**config.mk**
```make
export PLATFORM = sky130hd
export DESIGN_NAME = svdm_ctrl
export DESIGN_NICKNAME = d
export VERILOG_FILES = /design/src/hw/rtl/svdm_pkg.sv /design/src/hw/rtl/svdm_ctrl.sv
export SDC_FILE = /design/constraint.sdc
export NUM_CORES = 1
export LEC_CHECK = 0
export ABC_AREA = 1
export BUFFER_PORTS_ARGS = -buffer_cell sky130_fd_sc_hd__buf_2
export CAP_MARGIN = 20
export CORE_AREA = 2 2 39 41
export DETAILED_ROUTE_END_ITERATION = 12
export DIE_AREA = 0 0 41 43
export GPL_TIMING_DRIVEN = 0
export SKIP_CTS_REPAIR_TIMING = 1
export SYNTH_ARGS = -nofsm -noshare
export SYNTH_HDL_FRONTEND = slang
export SYNTH_SLANG_ARGS = --single-unit
```
**constraint.sdc**
```tcl
create_clock -name clk -period 1.65 [get_ports clk]
set_clock_uncertainty 0.05 [all_clocks]
set_input_delay 0.4125 -clock clk [delete_from_list [all_inputs] [get_ports clk]]
set_output_delay 0.4125 -clock clk [all_outputs]
set_load 0.05 [all_outputs]
```
**src/hw/rtl/svdm_pkg.sv**
```systemverilog
`default_nettype none
// ---------------------------------------------------------------------------
// svdm_pkg
// Shared constants, types and helpers of the split virtqueue descriptor manager.
// ---------------------------------------------------------------------------
package svdm_pkg;

	localparam int QUEUE_MAX = 256;
	localparam int IDX_W     = $clog2(QUEUE_MAX);
	localparam int CNT_W     = IDX_W + 1;

	localparam logic [2:0] CMD_ADD_SINGLE = 3'd0;
	localparam logic [2:0] CMD_ADD_PAIR   = 3'd1;
	localparam logic [2:0] CMD_TAKE_USED  = 3'd2;
	localparam logic [2:0] CMD_EN_NOTIFY  = 3'd3;
	localparam logic [2:0] CMD_DEV_USED   = 3'd4;

	localparam logic [1:0] ST_OK      = 2'd0;
	localparam logic [1:0] ST_NO_FREE = 2'd1;
	localparam logic [1:0] ST_NO_USED = 2'd2;

	localparam int FLAG_NEXT     = 0;
	localparam int FLAG_WRITE    = 1;
	localparam int FLAG_INDIRECT = 2;

	typedef struct packed {
		logic [63:0]      token;
		logic [63:0]      addr;
		logic [31:0]      len;
		logic [2:0]       flags;
		logic [IDX_W-1:0] next;
	} desc_t;

	typedef struct packed {
		logic [IDX_W-1:0] id;
		logic [31:0]      len;
	} used_t;

	// controller -> datapath
	typedef struct packed {
		logic cap;
		logic exec;
		logic pair2;
		logic tk2;
		logic tk3;
		logic fin;
	} ctl_t;

	// datapath -> controller
	typedef struct packed {
		logic [2:0] cmd;
		logic       lack2;
		logic       empty;
		logic       cont;
		logic       out_free;
	} sts_t;

	// clamp, round down to a power of two, floor of two
	function automatic logic [CNT_W-1:0] eff_size(input logic [8:0] v);
		logic [CNT_W-1:0] c;
		logic [CNT_W-1:0] r;
		c = (v > 9'(QUEUE_MAX)) ? CNT_W'(QUEUE_MAX) : CNT_W'(v);
		r = '0;
		for (int i = 0; i < CNT_W; i++) begin
			if (c[i]) r = CNT_W'(1) << i;
		end
		if (r < CNT_W'(2)) r = CNT_W'(2);
		return r;
	endfunction

endpackage
`default_nettype wire

```
**src/hw/rtl/svdm_ctrl.sv**
```systemverilog
`default_nettype none
// ---------------------------------------------------------------------------
// svdm_ctrl
// Command sequencer: walks each request through its table access steps.
// ---------------------------------------------------------------------------
module svdm_ctrl (
	input  wire logic          clk,
	input  wire logic          arst_n,
	input  wire logic          in_valid,
	output logic               in_ready,
	input  wire svdm_pkg::sts_t sts,
	output svdm_pkg::ctl_t     ctl
);
	import svdm_pkg::*;

	localparam logic [2:0] S_IDLE  = 3'd0;
	localparam logic [2:0] S_EXEC  = 3'd1;
	localparam logic [2:0] S_PAIR2 = 3'd2;
	localparam logic [2:0] S_TK2   = 3'd3;
	localparam logic [2:0] S_TK3   = 3'd4;
	localparam logic [2:0] S_FIN   = 3'd5;

	logic [2:0] state_q, state_d;

	assign in_ready = (state_q == S_IDLE);

	always_comb begin
		state_d = state_q;
		ctl     = '0;
		case (state_q)
			S_IDLE: begin
				ctl.cap = in_valid;
				if (in_valid) state_d = S_EXEC;
			end
			S_EXEC: begin
				ctl.exec = 1'b1;
				if (sts.cmd == CMD_ADD_PAIR && !sts.lack2) state_d = S_PAIR2;
				else if (sts.cmd == CMD_TAKE_USED && !sts.empty) state_d = S_TK2;
				else state_d = S_FIN;
			end
			S_PAIR2: begin
				ctl.pair2 = 1'b1;
				state_d   = S_FIN;
			end
			S_TK2: begin
				ctl.tk2 = 1'b1;
				state_d = sts.cont ? S_TK3 : S_FIN;
			end
			S_TK3: begin
				ctl.tk3 = 1'b1;
				state_d = S_FIN;
			end
			S_FIN: begin
				// hold until the output register can take the result
				ctl.fin = sts.out_free;
				if (sts.out_free) state_d = S_IDLE;
			end
			default: state_d = S_IDLE;
		endcase
	end

	always_ff @(posedge clk or negedge arst_n) begin
		if (!arst_n) state_q <= S_IDLE;
		else state_q <= state_d;
	end
endmodule
`default_nettype wire

```
======== After elaboration in Yosys (flattened, before gate mapping) ========
Index checks and enable logic that the tools add are counted.
cells by class
  equal/unequal tests ..................... 9
  multiplexer cells ....................... 12
  reduce and logical (&&, ||, !) cells .... 7
operator list
  operator                                        count
  one-hot mux 3 bit (5 select lines)              1
  two-way mux 3 bit                               4
  == test 3 x 2 -> 1 bit (second input constant)  3
  two-way mux 1 bit                               7
  == test 3 x 1 -> 1 bit (second input constant)  2
  == test 3 bit (second input constant)           2
  != test 2 bit (second input constant)           2
  logical NOT 3 bit                               1
  logical AND 1 bit                               2
  logical NOT 1 bit                               2
  AND reduction 2 bit                             1
  OR reduction 2 bit                              1
storage, ports and cells
  register bits after elaboration ......... 3
  input port bits ......................... 10
  output and inout port bits .............. 7
  word-level logic and storage cells ...... 29

======== Logic depth before layout (Yosys ltp) ========
  depth in word-level cells ............... 5
  gate-level depth with buffers ........... 7
  mapped depth without buffers ............ 7

======== Least setup slack after synthesis ========
No wires, ideal clock.
  path kind ............................... register to output
  start ................................... register state_q[1]
  end ..................................... output ctl[5] (netlist bit)
  data arrival time ....................... 1.266 ns
  path slack .............................. -0.079 ns
  stages on the path, launching flop included .. 4
  buffers on the path ..................... 0
  cell sequence ........................... dfrtp_1 nor2_1 nand2_1 nor2_1
RTL lines
  item                      RTL line         source
  start: declaration        svdm_ctrl.sv:23  logic [2:0] state_q, state_d;
  start signal: assignment  svdm_ctrl.sv:64  else state_q <= state_d;
  end: declaration          svdm_ctrl.sv:12  output svdm_pkg::ctl_t ctl

==> results_dict.tcl <==
set metrics [dict create \
    use_met2_pct 9.688 \
    io_buffers 16 \
    synthAdderAreaFrac_pct 0 \
    max_stage_delay_ns 0.44 \
    synth_compound_area_share_pct 4.902 \
    maxCapViolations 0 \
    combPwrFrac_pct 64.4 \
    drv_slew 0 \
    synthMuxAreaShare_pct 0 \
    critPathBufInv 1 \
    fin_util_pct 32.28 \
    power_density_mw_per_mm2 1902 \
    drc 0 \
    viasPerCell 3.747 \
    rows 14 \
    synth_area_um2 255.2 \
    drt_iter0_drc 0 \
    routed_wl_um 561 \
    drive_gt1_share_pct 57.14 \
    ioPinCount 17 \
    maxSlewHeadroom_pct 83.59 \
    synth_cell_types 12 \
    use_met1_pct 8.766 \
    grt_start_max_net_pins 8 \
    cts.sinks 3 \
    postRouteAntennaNets 0 \
    yosys_warnings 0 \
    synthXorXnorAreaFrac_pct 0 \
    clk_latency_ns 0.23 \
    hold_viol 0 \
    top_register "state_q" \
    yosys.area_share.simple_pct 53.92 \
    synthesis.nets 52 \
    cp.arrival_ns 1.14 \
    clock-root-buffer "clkbuf_4" \
    synthCells 42 \
    grt_pass1_vias 245 \
    grt_pass1_wl_um 869 \
    p_clk_share_pct 15.4 \
    timing.final.crit_share_pct 97.08 \
    crit_cells 4 \
    start_kind "register" \
    slowest_stage "dfrtp_2" \
    gr-usage-met3_pct 6.283 \
    rsz0062_at_grt "yes" \
    vias 296 \
    hp-class "in -> reg" \
    antenna_found_initial 0 \
    total_power_uw 849.8 \
    power_leakage_uw 0.0002385 \
    dp.cells 74 \
    grt_overflow 0 \
    crit_path_end "ctl[5]" \
    cts_buffer_depth 2 \
    fp.dieW_um 41 \
    r2r_start "state_q[1]" \
    fp.coreArea_mm2 0.001384 \
    syn_avg_cell_area_um2 6.077 \
    period_needed_ns 1.602 \
    largest_register_ffs 3 \
    worstSetupPathType "reg -> out" \
    rrSetupSlack_ns 0.59 \
    top_regs "state_q x3" \
    final_common_cell "buf_2" \
    synth-seq-cells 3 \
    hpwl_um 449.3 \
    finalSetupViolCount 0 \
    cpMostUsedCell "nor2_2" \
    fill_cells 152 \
    layout-area-overhead-vs-synth_pct 75.00 \
    internal_power_uw 392.9 \
    end_kind "output port" \
    gp_congestion 0.7033 \
    r2r_cells 6 \
    grt_usage_pct 7.956 \
    path_max_fanout 6 \
    ys_seq_area_share_pct 29.41 \
    grt.busiest_layer "met2" \
    r2r-end "state_q[0]" \
    synth_top_family_by_area "simple AND/OR/NAND/NOR gates" \
    cts_tree "yes" \
    die_height_um 43 \
    worst-slew-pin-transition_ns 0.2478 \
    ir_drop_uv 719.6 \
    antenna_cells 0 \
    p_switching_uw 456.9 \
    final_cell_mix "10 x buf_2, 9 x nor2_1, 6 x inv_1" \
    pwr-share-seq_pct 20.2 \
    timing.fmax_mhz 624.3 \
    start_util_pct 18.44 \
    cp_top_family "flip-flops" \
    swShare_pct 53.77 \
    dr.pass1.iters 1 \
    h-tree-depth 1 \
    path_clk_slew_ns 0.04 \
    dieArea_mm2 0.001763 \
    min-delay-start "sts[2]" \
    crit_chain "nor2_2 -> nand2_2 -> nor2_2 -> buf_6" \
    fin_cells 79 \
    nets 74 \
    cts-buffers-inserted 3 \
    status "finished, final reports clean" \
    worstPathRequired_ns 1.19 \
    cp-startpoint "state_q[1]" \
    wl_per_cell_um 7.101 \
]
==> kinds of logic after synthesis <==
group,count (synthesis)
flops,3
buf+inv,8
simple gates,29
compound gates,2
==> metrics by stage <==
step                TNS (ns)  hold slack [ns]  area [um^2]  setup slack, ns
floorplan                  0          0.06691        262.8          0.02198
global placement           0           0.1582        362.8           0.1937
detailed placement         0           0.1617        362.8           0.1894
CTS                  -0.2336         -0.08773        389.1         -0.06704
global route        -0.05875           0.4279        446.7         -0.04194
finish                     0           0.4109        446.7          0.04822
==> worst reg2reg max path, delay by kind of cell, from the launching register on <==
| family | cells | cell delay (ns) |
|---|---|---|
| and+or+nand+nor | 6 | 0.46 |
| DFF | 1 | 0.44 |
==> power groups by stage <==
stage	logic [uW]	registers, uW	clock network (uW)
finish	547	172	131
detailed placement	470	160	0
floorplan	385	151	0
CTS	471	159	135
global placement	468	160	0
global route	590	183	147
==> area by class of cell <==
class,instances,area (um^2),share of cell area (%)
inverter,8,30.03,6.723
multi-input combinational,31,167.7,37.54
clock buffer,4,26.28,5.882
timing repair buffer,17,123.9,27.73
sequential,3,78.83,17.65
tap,16,20.02,4.482
==> layer usage <==
layer | share of wire, % | up-vias
met1 | 49 | 113
met4 | 3.0 | 0
li1 | - | 168
met2 | 39 | 13
met3 | 8.6 | 2
met5 | 0 | -
==> worst min path at each step <==
stage	end	slack (ns)	depth (start not counted)
final	state_q[1]	0.41	4
after global routing	state_q[0]	0.43	4
after CTS	state_q[1]	-0.09	1
after detailed placement	state_q[2]	0.16	1
after global placement	state_q[1]	0.16	1
after floorplan	state_q[0]	0.07	0
==> cells in the mapped netlist, drive strengths merged <==
library cell  count  area share (%)
a21boi            1             2.9
a21oi             1             2.0
dfrtp             3              29
inv               8              12
nand2             9              16
nand3             4             7.8
nor2             15              26
nor3              1             3.9
Note: power is estimated with default switching activity, not from simulation.
